`src/rtl/core/slfr_pkg.sv`:
```
// ----------------------------------------------------------------------------
// slfr_pkg
// Shared types, constants and the CRC-16/MODBUS byte update for the
// sync/length frame receiver.
// ----------------------------------------------------------------------------
package slfr_pkg;

    localparam int unsigned BYTE_W   = 8;
    localparam int unsigned LEN_W    = 16;
    localparam int unsigned CRC_W    = 16;
    localparam int unsigned STATUS_W = 3;
    localparam int unsigned CFG_AW   = 2;

    localparam logic [CRC_W-1:0]  CRC_POLY  = 16'hA001;
    localparam logic [CRC_W-1:0]  CRC_INIT  = 16'hFFFF;
    localparam logic [LEN_W:0]    MIN_FRAME = 17'd10;
    localparam logic [LEN_W:0]    HDR_BYTES = 17'd4;

    localparam logic [BYTE_W-1:0] SYNC_FIRST_RST  = 8'hA5;
    localparam logic [BYTE_W-1:0] SYNC_SECOND_RST = 8'h5A;
    localparam logic [BYTE_W-1:0] COMMAND_RST     = 8'h61;

    typedef enum logic [CFG_AW-1:0] {
        CFG_SYNC_FIRST  = 2'd0,
        CFG_SYNC_SECOND = 2'd1,
        CFG_COMMAND     = 2'd2
    } t_cfg_index;

    typedef enum logic [STATUS_W-1:0] {
        ST_NONE      = 3'd0,
        ST_GOOD      = 3'd1,
        ST_SHORT     = 3'd2,
        ST_BAD_CMD   = 3'd3,
        ST_BAD_SUM   = 3'd4,
        ST_BAD_CRC   = 3'd5,
        ST_TOO_LARGE = 3'd6
    } t_frame_status;

    // reflected CRC, one byte per call
    function automatic logic [CRC_W-1:0] crc16_byte(input logic [CRC_W-1:0] crc,
                                                    input logic [BYTE_W-1:0] b);
        logic [CRC_W-1:0] c;
        c = crc ^ {8'h00, b};
        for (int k = 0; k < BYTE_W; k++) begin
            if (c[0]) begin
                c = (c >> 1) ^ CRC_POLY;
            end else begin
                c = c >> 1;
            end
        end
        return c;
    endfunction

endpackage

```
`src/rtl/core/sync_length_frame_receiver_core.sv`:
```
// ----------------------------------------------------------------------------
// sync_length_frame_receiver_core
// Hunts two sync bytes, reads a little-endian length, checks length, command, sum and CRC.
// ----------------------------------------------------------------------------
// Usage:
//  - Slave stream: one received byte per beat on s_axis tdata.
//  - Master stream: one result beat per input beat. tdata carries the echoed
//    byte, its frame position and the frame status; tuser flags whether the
//    byte was taken into a frame. Status is non-zero only on the byte that
//    ends a frame.
//  - Config port: write enable, index and byte; sync pair and command code.
//    Write only while both streams are quiet.
//  - Pipeline: input register, then result register. Throughput: one byte
//    per cycle while the master does not stall; the frame state, byte-wide
//    CRC and sum are all updated in the single step between the two
//    registers.
//  - Reset: both stages empty, receiver hunting the first sync byte, config
//    registers at their default values.
//  - Stall: while the result register is held by a stalled master, the input
//    register holds and tready drops once it is full; nothing is lost.
// ----------------------------------------------------------------------------
module sync_length_frame_receiver_core
    import slfr_pkg::*;
#(
    parameter int unsigned BUFFER_BYTES = 256
) (
    input  logic                i_clk,
    input  logic                i_rst_n,
    input  logic                i_cfg_we,
    input  logic [CFG_AW-1:0]   i_cfg_addr,
    input  logic [BYTE_W-1:0]   i_cfg_wdata,
    input  logic                i_s_axis_tvalid,
    output logic                o_s_axis_tready,
    input  logic [7:0]          i_s_axis_tdata,   // [7:0] data_byte
    output logic                o_m_axis_tvalid,
    input  logic                i_m_axis_tready,
    output logic [23:0]         o_m_axis_tdata,   // [7:0] echo_byte,
                                                  // [15:8] frame_position,
                                                  // [18:16] frame_status
    output logic                o_m_axis_tuser    // [0] in_frame
);

    localparam int unsigned POS_W = $clog2(BUFFER_BYTES);
    localparam logic [LEN_W:0] LEN_LIMIT = (LEN_W+1)'(BUFFER_BYTES - 4);

    localparam logic [POS_W-1:0] POS_HUNT  = POS_W'(0);
    localparam logic [POS_W-1:0] POS_SYNC2 = POS_W'(1);
    localparam logic [POS_W-1:0] POS_LEN_L = POS_W'(2);
    localparam logic [POS_W-1:0] POS_LEN_H = POS_W'(3);
    localparam logic [POS_W-1:0] POS_CMD   = POS_W'(4);

    // config
    logic [BYTE_W-1:0] r_sync_first, r_sync_second, r_command;

    // stages
    logic              r_in_valid;
    logic [BYTE_W-1:0] r_in_byte;
    logic              r_out_valid;
    logic [BYTE_W-1:0] r_out_byte;
    logic [BYTE_W-1:0] r_out_pos;
    logic              r_out_inf;
    t_frame_status     r_out_status;

    // frame state
    logic [POS_W-1:0]  r_pos,  n_pos;
    logic [LEN_W-1:0]  r_len,  n_len;
    logic [BYTE_W-1:0] r_sum,  n_sum;
    logic [CRC_W-1:0]  r_crc,  n_crc;
    logic              r_cmd,  n_cmd;

    logic              out_free, advance;
    logic              inf;
    t_frame_status     status;
    logic [LEN_W:0]    len_x, pos_x, pos_len_x;
    logic [BYTE_W-1:0] sum_abs;
    logic [CRC_W-1:0]  crc_abs;
    logic              cmd_now;

    assign out_free        = !r_out_valid || i_m_axis_tready;
    assign advance         = r_in_valid && out_free;
    assign o_s_axis_tready = !r_in_valid || out_free;

    assign len_x     = {1'b0, r_len};
    assign pos_x     = (LEN_W+1)'(r_pos);
    assign pos_len_x = pos_x + (LEN_W+1)'(1);
    assign sum_abs   = r_sum + r_in_byte;
    assign crc_abs   = crc16_byte(r_crc, r_in_byte);
    assign cmd_now   = (r_pos == POS_CMD) ? (r_in_byte == r_command) : r_cmd;

    always_comb begin
        n_pos  = r_pos;
        n_len  = r_len;
        n_sum  = r_sum;
        n_crc  = r_crc;
        n_cmd  = r_cmd;
        inf    = 1'b1;
        status = ST_NONE;
        priority if (r_pos == POS_HUNT) begin
            if (r_in_byte == r_sync_first) begin
                n_len = '0;
                n_cmd = 1'b0;
                n_sum = r_in_byte;
                n_crc = crc16_byte(CRC_INIT, r_in_byte);
                n_pos = POS_SYNC2;
            end else begin
                inf = 1'b0;
            end
        end else if (r_pos == POS_SYNC2) begin
            if (r_in_byte == r_sync_second) begin
                n_sum = sum_abs;
                n_crc = crc_abs;
                n_pos = POS_LEN_L;
            end else begin
                inf   = 1'b0;
                n_pos = POS_HUNT;
            end
        end else if (r_pos == POS_LEN_L) begin
            n_len = {8'h00, r_in_byte};
            n_sum = sum_abs;
            n_crc = crc_abs;
            n_pos = POS_LEN_H;
        end else if (r_pos == POS_LEN_H) begin
            n_len = {r_in_byte, r_len[7:0]};
            n_sum = sum_abs;
            n_crc = crc_abs;
            n_pos = POS_CMD;
        end else begin
            n_cmd = cmd_now;
            priority if (len_x >= LEN_LIMIT) begin
                status = ST_TOO_LARGE;
                n_pos  = POS_HUNT;
            end else if (r_len == '0) begin
                status = ST_SHORT;
                n_pos  = POS_HUNT;
            end else if (pos_len_x == len_x + HDR_BYTES) begin
                priority if (len_x + HDR_BYTES < MIN_FRAME) begin
                    status = ST_SHORT;
                end else if (!cmd_now) begin
                    status = ST_BAD_CMD;
                end else if (r_sum != r_in_byte) begin
                    status = ST_BAD_SUM;
                end else if (r_crc != '0) begin
                    status = ST_BAD_CRC;
                end else begin
                    status = ST_GOOD;
                end
                n_pos = POS_HUNT;
            end else begin
                n_sum = sum_abs;
                n_crc = crc_abs;
                n_pos = pos_len_x[POS_W-1:0];
            end
        end
    end

    always_ff @(posedge i_clk) begin
        if (!i_rst_n) begin
            r_sync_first  <= SYNC_FIRST_RST;
            r_sync_second <= SYNC_SECOND_RST;
            r_command     <= COMMAND_RST;
        end else if (i_cfg_we) begin
            unique case (i_cfg_addr)
                CFG_SYNC_FIRST:  r_sync_first  <= i_cfg_wdata;
                CFG_SYNC_SECOND: r_sync_second <= i_cfg_wdata;
                CFG_COMMAND:     r_command     <= i_cfg_wdata;
                default: ;
            endcase
        end
    end

    always_ff @(posedge i_clk) begin
        if (!i_rst_n) begin
            r_in_valid  <= 1'b0;
            r_out_valid <= 1'b0;
            r_pos       <= POS_HUNT;
            r_len       <= '0;
            r_sum       <= '0;
            r_crc       <= CRC_INIT;
            r_cmd       <= 1'b0;
        end else begin
            if (o_s_axis_tready) begin
                r_in_valid <= i_s_axis_tvalid;
            end
            if (out_free) begin
                r_out_valid <= r_in_valid;
            end
            if (advance) begin
                r_pos <= n_pos;
                r_len <= n_len;
                r_sum <= n_sum;
                r_crc <= n_crc;
                r_cmd <= n_cmd;
            end
        end
    end

    always_ff @(posedge i_clk) begin
        if (o_s_axis_tready && i_s_axis_tvalid) begin
            r_in_byte <= i_s_axis_tdata;
        end
        if (advance) begin
            r_out_byte   <= r_in_byte;
            r_out_pos    <= inf ? pos_x[BYTE_W-1:0] : '0;
            r_out_inf    <= inf;
            r_out_status <= status;
        end
    end

    assign o_m_axis_tvalid = r_out_valid;
    assign o_m_axis_tdata  = {5'b0, r_out_status, r_out_pos, r_out_byte};
    assign o_m_axis_tuser  = r_out_inf;

endmodule

```
`config.mk`:
```
export PLATFORM = sky130hd
export DESIGN_NAME = sync_length_frame_receiver_core
export DESIGN_NICKNAME = d
export VERILOG_FILES = /design/src/rtl/core/slfr_pkg.sv /design/src/rtl/core/sync_length_frame_receiver_core.sv
export SDC_FILE = /design/constraint.sdc
export NUM_CORES = 1
export LEC_CHECK = 0
export BUFFER_PORTS_ARGS = -buffer_cell sky130_fd_sc_hd__buf_4
export CAP_MARGIN = 20
export CORE_MARGIN = 4
export CORE_UTILIZATION = 54
export DETAILED_ROUTE_END_ITERATION = 10
export PLACE_DENSITY = 0.8
export SETUP_SLACK_MARGIN = 0.4
export SYNTH_ARGS = -nofsm -noshare
export SYNTH_HDL_FRONTEND = slang
export SYNTH_SLANG_ARGS = --single-unit
```
`constraint.sdc`:
```
create_clock -name i_clk -period 2.98 [get_ports i_clk]
set_clock_uncertainty 0.1 [all_clocks]
set_input_delay 0.447 -clock i_clk [delete_from_list [all_inputs] [get_ports i_clk]]
set_output_delay 0.447 -clock i_clk [all_outputs]
set_load 0.1 [all_outputs]
```
# [Yosys cells after proc, flatten, opt, wreduce, memory -nomap -nowiden]
# Index checks and enable logic that the tools add are counted.
[totals] out_inout_bits=27 word_cells=161 regBits=103
[op_classes] order_cmp=2 n_reduce_logical=22 n_bitwise=19 n_eq_ne=19 n_addsub=3 n_mux=79
[ops] operator="two-way mux 16 bit" count=44
[ops] operator="two-way mux 8 bit" count=17
[ops] operator="inverter 2 -> 3 bit" count=16
[ops] operator="== test 8 bit" count=3
[ops] operator="two-way mux 3 bit" count=7
[ops] operator="adder 16 x 3 -> 17 bit (second input constant)" count=1
[ops] operator="== test 9 x 17 -> 1 bit" count=1
[ops] operator="less-than comparator 17 x 4 -> 1 bit (second input constant)" count=1
[ops] operator="== test 8 x 2 -> 1 bit (second input constant)" count=2
[ops] operator=">= comparator 16 x 8 -> 1 bit (second input constant)" count=1
[ops] operator="zero test 16 bit" count=1
[ops] operator="inverter 8 -> 16 bit" count=1
[ops] operator="nonzero test 16 bit" count=1
[ops] operator="XOR 16 x 8 -> 16 bit" count=1
[ops] operator="!= test 5 bit (second input constant)" count=3
[ops] operator="two-way mux 1 bit" count=10
[ops] operator="adder 8 x 1 -> 9 bit (second input constant)" count=1
[ops] operator="adder 8 bit" count=1
[ops] operator="== test 8 x 1 -> 1 bit (second input constant)" count=1
[ops] operator="== test 8 x 3 -> 1 bit (second input constant)" count=1
[ops] operator="zero test 8 bit" count=1
[ops] operator="!= test 8 bit" count=1
[ops] operator="AND reduction 2 bit" count=4
[ops] operator="AND reduction 4 bit" count=2
[ops] operator="other kinds (17)" count=22

# [Depth between registers and ports, before layout]
# Gate-level depths: netlist (run 1).
[logic_depth] ltp_word=33 depth_mapped=12 depth_no_buf=11

# [Worst setup path before layout (run 1)]
# Ideal clock, no wire load.
[synth_timing] kind="flip-flop to flip-flop" startpoint="register r_out_valid, in the netlist o_m_axis_tvalid" endpoint="register r_crc[4]" setup_ps=133 n_path_buf=1 path_stages_with_launch=10 arrival_ps=2663 setup_slack_ps=84 synth_period_minus_slack_ps=2896 cell_sequence="dfxtp_1 -> nor2b_1 -> nand2b_1 -> inv_1 -> nand2b_1 -> nor3b_1 -> a21oi_2 -> buf_6 -> mux2i_1 -> nand2_1"
[synth_between] elab_chain_cells=4
[synth_rtl] element="start, declared" line="sync_length_frame_receiver_core.sv:58" text="logic r_out_valid;"
[synth_rtl] element="start signal, assigned" line="sync_length_frame_receiver_core.sv:185" text="r_out_valid <= r_in_valid;"
[synth_rtl] element="zero test 1 bit" line="sync_length_frame_receiver_core.sv:79" text="assign out_free = !r_out_valid || i_m_axis_tready;"
[synth_rtl] element="logical OR 1 bit" line="sync_length_frame_receiver_core.sv:79"
[synth_rtl] element="logical AND 1 bit" line="sync_length_frame_receiver_core.sv:80" text="assign advance = r_in_valid && out_free;"
[synth_rtl] element="net advance" line="sync_length_frame_receiver_core.sv:71" text="logic out_free, advance;"
[synth_rtl] element="AND reduction 6 bit (no line)"
[synth_rtl] element="end signal, assigned" line="sync_length_frame_receiver_core.sv:191" text="r_crc <= n_crc;"
[synth_rtl] element="end, declared" line="sync_length_frame_receiver_core.sv:68" text="logic [CRC_W-1:0] r_crc, n_crc;"
# The timed path passes the listed nets, and every way through them passes these cells.
# A chain may end at the register's enable or synchronous reset.

# [Final worst setup path (run 1)]
[layout_timing] startpoint="register r_len[2]" endpoint="register r_sum[7]"
[layout_between] elab_chain_cells=4 word_cells_on_any_way=8 cone_classes="add/sub (1); order compare (1); eq/ne (4); reduce/logical (2)"
[layout_rtl] element="start, declared" line="sync_length_frame_receiver_core.sv:66" text="logic [LEN_W-1:0] r_len, n_len;"
[layout_rtl] element="start signal, assigned" line="sync_length_frame_receiver_core.sv:189" text="r_len <= n_len;"
[layout_rtl] element="adder 16 x 3 -> 17 bit" line="sync_length_frame_receiver_core.sv:135" text="end else if (pos_len_x == len_x + HDR_BYTES) begin"
[layout_rtl] element="== test 9 x 17 -> 1 bit" line="sync_length_frame_receiver_core.sv:135"
[layout_rtl] element="!= test 5 bit (no line)"
[layout_rtl] element="AND reduction 6 bit (no line) *"
[layout_rtl] element="end signal, assigned" line="sync_length_frame_receiver_core.sv:190" text="r_sum <= n_sum;"
[layout_rtl] element="end, declared" line="sync_length_frame_receiver_core.sv:67" text="logic [BYTE_W-1:0] r_sum, n_sum;"
# Mark *: on every way between the ends. The rest lies on a longest branch, timed or not.

==> results.yml, run 1 <==
timing:
  clock.fmax_ghz: 0.357
  finalCritPeriodShare_pct: 94.0
  rsz0062_at_grt: "yes"
  setup_ws_ps: 178
  finalHoldViolations: 0
  setup-violations-final: 0
  worstMarginPinSlew_ps: 632
  min_period_ps: 2800
  slew_violations: 0
  finalSetupTns_ps: 0
  relSlewSlack_pct: 57.7
logic_synthesis:
  synth_area_um2: 5720
  yosys-top-cells-area: "dfxtp_1 (26%), edfxtp_1 (15%), xnor2_1 (7.0%), mux2i_1 (6.3%), xor2_1 (5.5%)"
  synth_cell_types: 57
  synth.most_common_cell: "nand2_1"
  ys_ff_latch: 103
  synth_ff_type: "dfxtp_1"
  synth_top_area_cell: "dfxtp_1"
  synth_top_area_share_pct: 26.3
  synthesis.instances: 624
  ys_top_cells_by_count: "nand2_1 (83), dfxtp_1 (75), xnor2_1 (46), nor2_1 (39)"
  synth_edf_count: 28
  synthArstFlopShare_pct: 0
  avgSynthCellArea_um2: 9.17
  seq_area_frac_synth_pct: 41.0
  ys_warn_count: 0
clock_tree:
  clk_pin_slew_ps: 100
  clkLatencyLatePin_ps: 390
  h-tree-depth: 3
  clock_path_buffers: 2
  cts_tree: "yes"
  cts.root.buffer_cell: "clkbuf_8"
  clkSinkCount: 103
  cts_inserted_buffers: 9
route:
  dr.pass1.iters: 6
  ant_nets: 0
  drt-initial-drc-count: 424
  detail_route.wl_per_cell_um: 18.7
  drc: 0
  num_vias: 5045
  vias_per_cell: 5.90
  wl_mm: 16.0
setup_path:
  worstSetupEndpoint: "r_sum[7]"
  end_kind: "flip-flop"
  reg2reg_to: "r_sum[7]"
  worst-setup-path-type: "flip-flop to flip-flop"
  worst_setup_path_start_kind: "flip-flop"
  cp_max_fo: 6
  startpoint: "r_len[2]"
  critPathArrivalTime_ps: 3030
  rr_startpoint: "r_len[2]"
  cp.required_ps: 3210
  r2r_setup_slack_ps: 180
  r2r.worst_path.cells: 12
outcome:
  status: "complete, no violations"
global_routing:
  grt_overflow: 0
  grt_pass1_vias: 5127
  grt_max_degree: 45
  grtUsageTotal_pct: 25.0
  grt_pass1_wl_mm: 25.1
  grt_antenna_before_repair: 0
cells_and_area:
  fin_cells: 855
  syn_to_final_growth_pct: 26.3
  drive_above_1_share_pct: 30.2
  fin_util_pct: 70.0
  layout.nets: 751
  diodes: 0
power_and_ir_drop:
  vdd.ir_drop.worst_mv: 0.352
  cellPowerDensity_nw_per_um2: 375
  p_leak_uw: 0.00302
floorplanning:
  fp-row-count: 37
  die_h_um: 111
  die_x_um: 111
  num_io_pins: 50
  die-area_um2: 12300
  core_area_um2: 10300
  initial_core_util_pct: 55.4
placed_design:
  gp_congestion: 0.956
  place_ws_ps: -79.5
  port_buffers: 44
  dp_hpwl_mm: 10.3
  placedCellCount: 801
run:
  cap_viol_max_count: 0
hold_path:
  hold_path.class: "input port to flip-flop"
-- metrics by stage --
step                instance area (um2)  hold WS (ps)  power [uW]
floorplan                          5800           332        1800
global placement                   6390           339        1890
detailed placement                 6390           350        1900
CTS                                6950           118        2700
global route                       7220           109        2800
finish                             7220           127        2710
-- worst max-delay path: stages (launching register included) --
cell and delay [ps]:
dfxtp_4 360, ha_4 180, or3_1 310, a2111o_1 380
a21boi_2 180, nand3_1 90, a2111o_1 370, a21oi_4 180
buf_6 140, buf_8 120, buf_4 110, o21ai_2 70
a21oi_2 150
-- registers in the layout, indices dropped and copies added, names as in the netlist --
name	flops
o_m_axis_tuser	1
o_m_axis_tvalid	1
r_cmd	1
r_command	8
r_crc	16
r_in_byte	8
r_in_valid	1
r_len	16
r_out_byte	8
r_out_pos	8
r_out_status	3
r_pos	8
r_sum	8
r_sync_first	8
r_sync_second	8
-- cells in the final DEF, fill, tap and decap left out, types with 4 or more instances in the layout --
cell      count
buf_4       111
nand2_1      80
nand3_4       4
dfxtp_2       4
nand3_1      26
edfxtp_1     28
o21ai_0      18
mux2i_1      36
a21o_1        4
ha_1         10
and3_1        5
nand4_1       5
nor3_2        5
clkbuf_8     10
nor4_1        8
xor2_1       35
buf_6         6
o211a_1       4
nand2b_1     10
conb_1        5
xnor2_1      43
nor4_2        5
a21oi_2       6
nor3_1       13
dfxtp_1      67
a21oi_1      26
o211ai_2     10
nor2_1       38
inv_1         8
dfxtp_4       4
-- report_power, final --
group	switching [uW]	leakage, uW	internal, uW
logic	266	0.00205	135
clock network	494	0.0000938	327
registers	23.4	0.000878	1460
-- worst min-delay path by stage --
stage,startpoint,endpoint,cells after the start
finish,i_s_axis_tdata[1],r_in_byte[1],1
CTS,i_s_axis_tdata[1],r_in_byte[1],1
global placement,r_len[14],r_len[14],2
global route,i_s_axis_tdata[1],r_in_byte[1],1
detailed placement,r_len[14],r_len[14],2
floorplan,r_len[14],r_len[14],2
-- final cells by class --
| class | instances | area (um2) |
|---|---|---|
| inverter | 12 | 51.3 |
| clock inverter | 5 | 30.0 |
| sequential | 103 | 2360 |
| tap | 136 | 170 |
| timing repair buffer | 123 | 1030 |
| fill | 734 | 3100 |
| multi-input combinational | 465 | 3430 |
| clock buffer | 11 | 141 |
-- repair_timing --
item | CTS | global route
pin swaps | 18 | 14
endpoints found under the setup margin | 47 | 51
cloned | 2 | 2
buffers inserted | 21 | 13
gates resized for setup | 38 | 29
hold buffers | 0 | 0
-- routing by layer --
metal | wire [um] | up-vias | GRT usage [%]
met2 | 8190 | 233 | 42.6
met5 | 0 | - | 0
met3 | 1000 | 66 | 5.84
li1 | - | 2327 | -
met1 | 6140 | 2419 | 29.5
met4 | 669 | 0 | 12.2
-- logic make-up (layout without fill, tap and decap cells) --
group                      after synthesis  in the layout  share of synthesized area [%]
AOI/OAI and AO/OA                       92             92                           11.4
xor gates and xnor gates                84             84                           13.3
adders and majority gates               14             14                           3.19
buffers and inverters                   61            151                           5.12
DFF                                    103            103                           41.0
muxes                                   37             37                           6.50
other                                    1              5                         0.0656
and+or+nand+nor                        232            233                           19.4
Power figures use the tool's default switching activity.
==> inputs of run 2 (changes only) <==
--- a/config.mk
+++ b/config.mk
@@ -5,12 +5,12 @@
 export SDC_FILE = /design/constraint.sdc
 export NUM_CORES = 1
 export LEC_CHECK = 0
-export BUFFER_PORTS_ARGS = -buffer_cell sky130_fd_sc_hd__buf_4
+export BUFFER_PORTS_ARGS = -buffer_cell sky130_fd_sc_hd__buf_2
 export CAP_MARGIN = 20
 export CORE_MARGIN = 4
-export CORE_UTILIZATION = 54
+export CORE_UTILIZATION = 60
 export DETAILED_ROUTE_END_ITERATION = 10
-export PLACE_DENSITY = 0.8
+export PLACE_DENSITY = 0.84
 export SETUP_SLACK_MARGIN = 0.4
 export SYNTH_ARGS = -nofsm -noshare
 export SYNTH_HDL_FRONTEND = slang
==> constraint.sdc (replaced) <==
create_clock -name i_clk -period 3.6 [get_ports i_clk]
set_clock_uncertainty 0.1 [all_clocks]
set_input_delay 0.54 -clock i_clk [delete_from_list [all_inputs] [get_ports i_clk]]
set_output_delay 0.54 -clock i_clk [all_outputs]
set_load 0.1 [all_outputs]
==> run 2 against run 1 <==
  * Core utilization is 1.8 points lower
  * Power is 15% lower
  * Non-clock buffer count is 61 lower
  * Final cell count is 8.1% lower
  * Maximum frequency is 9.3% lower
  * Clock power is 5.7% lower
  * Critical path type unchanged
  * Highest routed layer unchanged
==> results.yml, run 2 (synthesized netlist as in run 1, its figures left out) <==
cells_and_area:
  drive_above_1_share_pct: 16.4
  design_area_um2: 6300
  n_fill_cell: 692
  syn_to_final_growth_pct: 10.1
  diodes: 0
  reg_top3: "r_crc: 16 flops, r_len: 16 flops"
  layout_common_cells: "nand2_1 (83), dfxtp_1 (72), xnor2_1 (46), buf_2 (44), nor2_1 (38)"
  fin_cells: 786
  layout.nets: 689
  final_common_cell: "nand2_1"
route:
  num_vias: 4685
  detail_route.wl_per_cell_um: 17.2
  dr.pass1.iters: 5
  wl_mm: 13.5
  drt-initial-drc-count: 436
  drc: 0
  ant_nets: 0
  vias_per_cell: 5.96
timing:
  rsz0062_at_grt: "no"
  finalHoldViolations: 0
  min_period_ps: 3090
  finalCritPeriodShare_pct: 85.8
  setup_ws_ps: 511
  setup-violations-final: 0
  slew_violations: 0
  clock.fmax_ghz: 0.324
  worstMarginPinSlew_ps: 880
  relSlewSlack_pct: 41.4
  finalSetupTns_ps: 0
setup_path:
  worst-setup-path-type: "flip-flop to flip-flop"
  slowest_stage: "or4_4"
  critical_path.max_stage_delay_ps: 600
  cp.required_ps: 3750
  path_delay_family: "simple AND/OR/NAND/NOR gates"
  worst_setup_path_start_kind: "flip-flop"
  cp_max_fo: 19
  end_kind: "flip-flop"
  path_cells: "ha_4, and3_1, nand3_1, or4_4, a2111o_1, a21oi_4, buf_12, mux2i_1, nand2_1"
  worst-path-buf-inv: 1
  critPathArrivalTime_ps: 3240
global_routing:
  grt_pass1_vias: 4622
  grt_max_degree: 44
  grt_antenna_before_repair: 0
  grtUsageTotal_pct: 24.5
  grt_overflow: 0
  grt_pass1_wl_mm: 22.3
clock_tree:
  cts_tree: "yes"
  clkLatencyLatePin_ps: 370
  h-tree-depth: 3
  clock_path_buffers: 2
  cts.root.buffer_cell: "clkbuf_8"
  cts_inserted_buffers: 9
  clk_pin_slew_ps: 100
  clkSinkCount: 103
hold_path:
  hold_path.class: "input port to flip-flop"
floorplanning:
  core_area_um2: 9240
  initial_core_util_pct: 61.9
  die-area_um2: 11200
  num_io_pins: 50
  fp-row-count: 35
  die_x_um: 106
  die_h_um: 106
placed_design:
  dp_hpwl_mm: 9.59
  port_buffers: 44
  place_ws_ps: 303
  dpl_cell_area_um2: 6010
  placedCellCount: 768
  gp_congestion: 0.925
outcome:
  status: "complete, no violations"
power_and_ir_drop:
  p_leak_uw: 0.00259
  seqPwrFrac_pct: 53.8
  clockPowerShare_pct: 33.6
  power.switching_uw: 635
  pwr-share-comb_pct: 12.6
  finalPower_uw: 2300
  vdd.ir_drop.worst_mv: 0.225
  intPower_uw: 1670
  swShare_pct: 27.6
  cellPowerDensity_nw_per_um2: 366
run:
  cap_viol_max_count: 0
==> run 2: changes by cell type in the layout (fill, tap and decap cells not counted), moves of 5 or more <==
cell     before  now
dfxtp_1      67   72
buf_4       111   16
a21oi_1      26   32
buf_2         0   44
buf_6         6    0
a21oi_2       6    0
==> run 2: through the flow <==
step           hold WS (ps)  utilization, %
5_1_grt                 231            68.2
4_1_cts                 232            67.4
3_3_place_gp            343            65.1
6_report                238            68.2
3_5_place_dp            352            65.1
2_1_floorplan           332               -
==> run 2: final timing paths <==
path / cells after the start / startpoint / slack, ps / endpoint
setup / recovery: 9 / r_pos[0] / 510 / r_crc[3]
hold / removal: 1 / i_s_axis_tdata[2] / 240 / r_in_byte[2]
setup reg to reg: 9 / r_pos[0] / 510 / r_crc[3]
hold reg to reg: 2 / r_len[14] / 360 / r_len[14]
==> run 2: layout make-up <==
| cell class | count | area [um2] | share of cell area, % |
|---|---|---|---|
| multi-input combinational | 464 | 3140 | 49.9 |
| sequential | 103 | 2350 | 37.3 |
| timing repair buffer | 62 | 385 | 6.12 |
| tap | 129 | 161 | 2.56 |
| clock buffer | 11 | 151 | 2.40 |
| clock inverter | 5 | 63.8 | 1.01 |
| inverter | 12 | 45.0 | 0.715 |
==> run 2: metal layers <==
metal	global-route usage [%]	wire [um]	up-vias
li1	-	-	2204
met1	30.7	5500	2219
met2	42.7	6760	218
met3	3.74	870	44
met4	9.25	401	0
met5	0	0	-
==> run 2: worst register-to-register path: stages, from the launching register on <==
cell      delay (ps)
dfxtp_2          450
ha_4             230
and3_1           210
nand3_1          170
or4_4            600
a2111o_1         520
a21oi_4          220
buf_12           200
mux2i_1          210
nand2_1           70
==> run 2: repair_timing <==
item	4_1_cts	5_1_grt
pin swaps	0	1
setup endpoints to repair	20	24
cloned	0	1
gates resized for setup	2	9
hold buffers	0	0
setup buffers	0	1
==> run 2: power by group through the flow <==
| stage | logic, uW | clock network, uW | registers [uW] |
|---|---|---|---|
| detailed placement | 288 | 0 | 1260 |
| CTS | 290 | 785 | 1240 |
| global placement | 284 | 0 | 1260 |
| finish | 291 | 774 | 1240 |
| floorplan | 166 | 0 | 1330 |
| global route | 310 | 823 | 1240 |
==> inputs of run 3 (changes only) <==
==> constraint.sdc (replaced) <==
create_clock -name i_clk -period 3.6 [get_ports i_clk]
set_clock_uncertainty 0.1 [all_clocks]
set_input_delay 0.18 -clock i_clk [delete_from_list [all_inputs] [get_ports i_clk]]
set_output_delay 0.18 -clock i_clk [all_outputs]
set_load 0.1 [all_outputs]
==> run 3 against run 2 <==
  * Maximum frequency shrank 1.3%
  * Count of clock-buffer cells in the layout decreased by 1
  * Final cell count rose by 2.2%
  * Clock power fell by 12%
  * Critical endpoint is now r_crc[0]
  * Power fell by 3.4%
  * Largest cell class unchanged
  * Highest routed layer unchanged
==> results.yml, run 3 (synthesized netlist as in run 1, its figures left out) <==
timing:
  slew_violations: 0
  relSlewSlack_pct: 39.3
  finalHoldViolations: 0
  worstMarginPinSlew_ps: 910
  setup_ws_ps: 469
  setup-violations-final: 0
  clock.fmax_ghz: 0.319
  min_period_ps: 3130
  finalCritPeriodShare_pct: 87.0
  finalSetupTns_ps: 0
  rsz0062_at_grt: "yes"
cells_and_area:
  reg_top3: "r_crc: 16 flops, r_len: 16 flops"
  syn_to_final_growth_pct: 12.5
  drive_above_1_share_pct: 15.9
  n_fill_cell: 678
  diodes: 0
  regArea_um2: 2350
  layout.nets: 706
  design_area_um2: 6440
  multiInputGateArea_um2: 3150
  final_common_cell: "nand2_1"
  layout_common_cells: "nand2_1 (83), dfxtp_1 (72), xnor2_1 (46), buf_2 (44), nor2_1 (38)"
setup_path:
  critical_path.max_stage_delay_ps: 620
  worst_setup_path_start_kind: "flip-flop"
  cp.required_ps: 3720
  path_cells: "ha_4, and3_1, nand3_1, or4_4, a2111o_1, a21oi_4, buf_12, mux2i_1, nand2_1"
  path_delay_family: "simple AND/OR/NAND/NOR gates"
  end_kind: "flip-flop"
  cp_max_fo: 19
  worst-setup-path-type: "flip-flop to flip-flop"
  worst-path-buf-inv: 1
  slowest_stage: "or4_4"
  critPathArrivalTime_ps: 3260
floorplanning:
  die_h_um: 106
  initial_core_util_pct: 61.9
  die-area_um2: 11200
  fp-row-count: 35
  die_x_um: 106
  num_io_pins: 50
  core_area_um2: 9240
clock_tree:
  cts_tree: "yes"
  h-tree-depth: 3
  clkSinkCount: 103
  clock_path_buffers: 2
  clkLatencyLatePin_ps: 380
  clk_pin_slew_ps: 110
  cts_inserted_buffers: 9
  cts.root.buffer_cell: "clkbuf_8"
power_and_ir_drop:
  power.switching_uw: 650
  swShare_pct: 29.2
  intPower_uw: 1580
  cellPowerDensity_nw_per_um2: 346
  seqPwrFrac_pct: 55.7
  p_leak_uw: 0.00264
  vdd.ir_drop.worst_mv: 0.302
  clockPowerShare_pct: 30.5
  pwr-share-comb_pct: 13.8
route:
  dr.pass1.iters: 5
  detail_route.wl_per_cell_um: 17.2
  ant_nets: 0
  drt-initial-drc-count: 538
  num_vias: 4725
  wl_mm: 13.8
  drc: 0
  vias_per_cell: 5.88
placed_design:
  port_buffers: 44
  place_ws_ps: 284
  dpl_cell_area_um2: 6010
  dp_hpwl_mm: 9.41
  gp_congestion: 0.930
run:
  cap_viol_max_count: 0
global_routing:
  grtUsageTotal_pct: 25.1
  grt_pass1_wl_mm: 22.6
  grt_antenna_before_repair: 0
  grt_max_degree: 44
  grt_overflow: 0
  grt_pass1_vias: 4714
outcome:
  status: "complete, no violations"
hold_path:
  hold_path.class: "input port to flip-flop"
## run 3: cell types whose count changed in the layout (fill, tap and decap cells not counted), sizes merged
cell         before  now
buf              61   60
bufinv            1    0
clkbuf           12   11
clkinvlp          0    1
dlygate4sd3       0   18
inv              13   14
## run 3: power groups by stage
| stage | clock network [uW] | registers [uW] | logic, uW |
|---|---|---|---|
| finish | 679 | 1240 | 307 |
| global route | 729 | 1240 | 330 |
| CTS | 690 | 1240 | 305 |
| detailed placement | 0 | 1260 | 288 |
| global placement | 0 | 1260 | 283 |
| floorplan | 0 | 1330 | 166 |
## run 3: worst reg2reg max path, stage by stage, from the launching register on
cell and delay (ps):
dfxtp_2 440, ha_4 220, and3_1 200, nand3_1 200, or4_4 620, a2111o_1 510, a21oi_4 220, buf_12 190
mux2i_1 230, nand2_1 70
## run 3: worst paths after layout
| kind | start | end | slack, ps | cells past startpoint |
|---|---|---|---|---|
| max | r_pos[0] | r_crc[0] | 470 | 9 |
| min reg2reg | r_len[14] | r_len[14] | 360 | 2 |
| max reg2reg | r_pos[0] | r_crc[0] | 470 | 9 |
| min | i_rst_n | r_sync_second[6] | 210 | 2 |
## run 3: final cells by class
| cell class | count | area share [%] |
|---|---|---|
| sequential | 103 | 36.5 |
| tap | 129 | 2.51 |
| timing repair buffer | 79 | 8.67 |
| clock buffer | 10 | 1.98 |
| inverter | 12 | 0.700 |
| clock inverter | 6 | 0.778 |
| multi-input combinational | 464 | 48.9 |
## run 3: timing repair
action	in CTS	in global routing
buffers inserted	0	1
hold endpoints to repair	31	0
hold buffers	18	0
cloned	0	1
setup endpoints to repair	19	20
gates resized for setup	3	7
pin swaps	0	1
## run 3: layer usage
metal / track usage (%) / up-vias / wire length, um
li1: - / 2235 / -
met1: 30.9 / 2222 / 5630
met2: 42.9 / 217 / 6830
met3: 4.23 / 51 / 892
met4: 11.3 / 0 / 465
met5: 0 / - / 0
## run 3: through the flow
stage | utilization (%) | hold slack (ps) | std cells | total power, uW
after floorplan | - | 179 | 628 | 1490
after global placement | 65.0 | 257 | 767 | 1550
after detailed placement | 65.0 | 259 | 767 | 1550
after CTS | 69.0 | 209 | 801 | 2230
after global routing | 69.7 | 234 | 803 | 2300
final | 69.7 | 206 | 803 | 2230
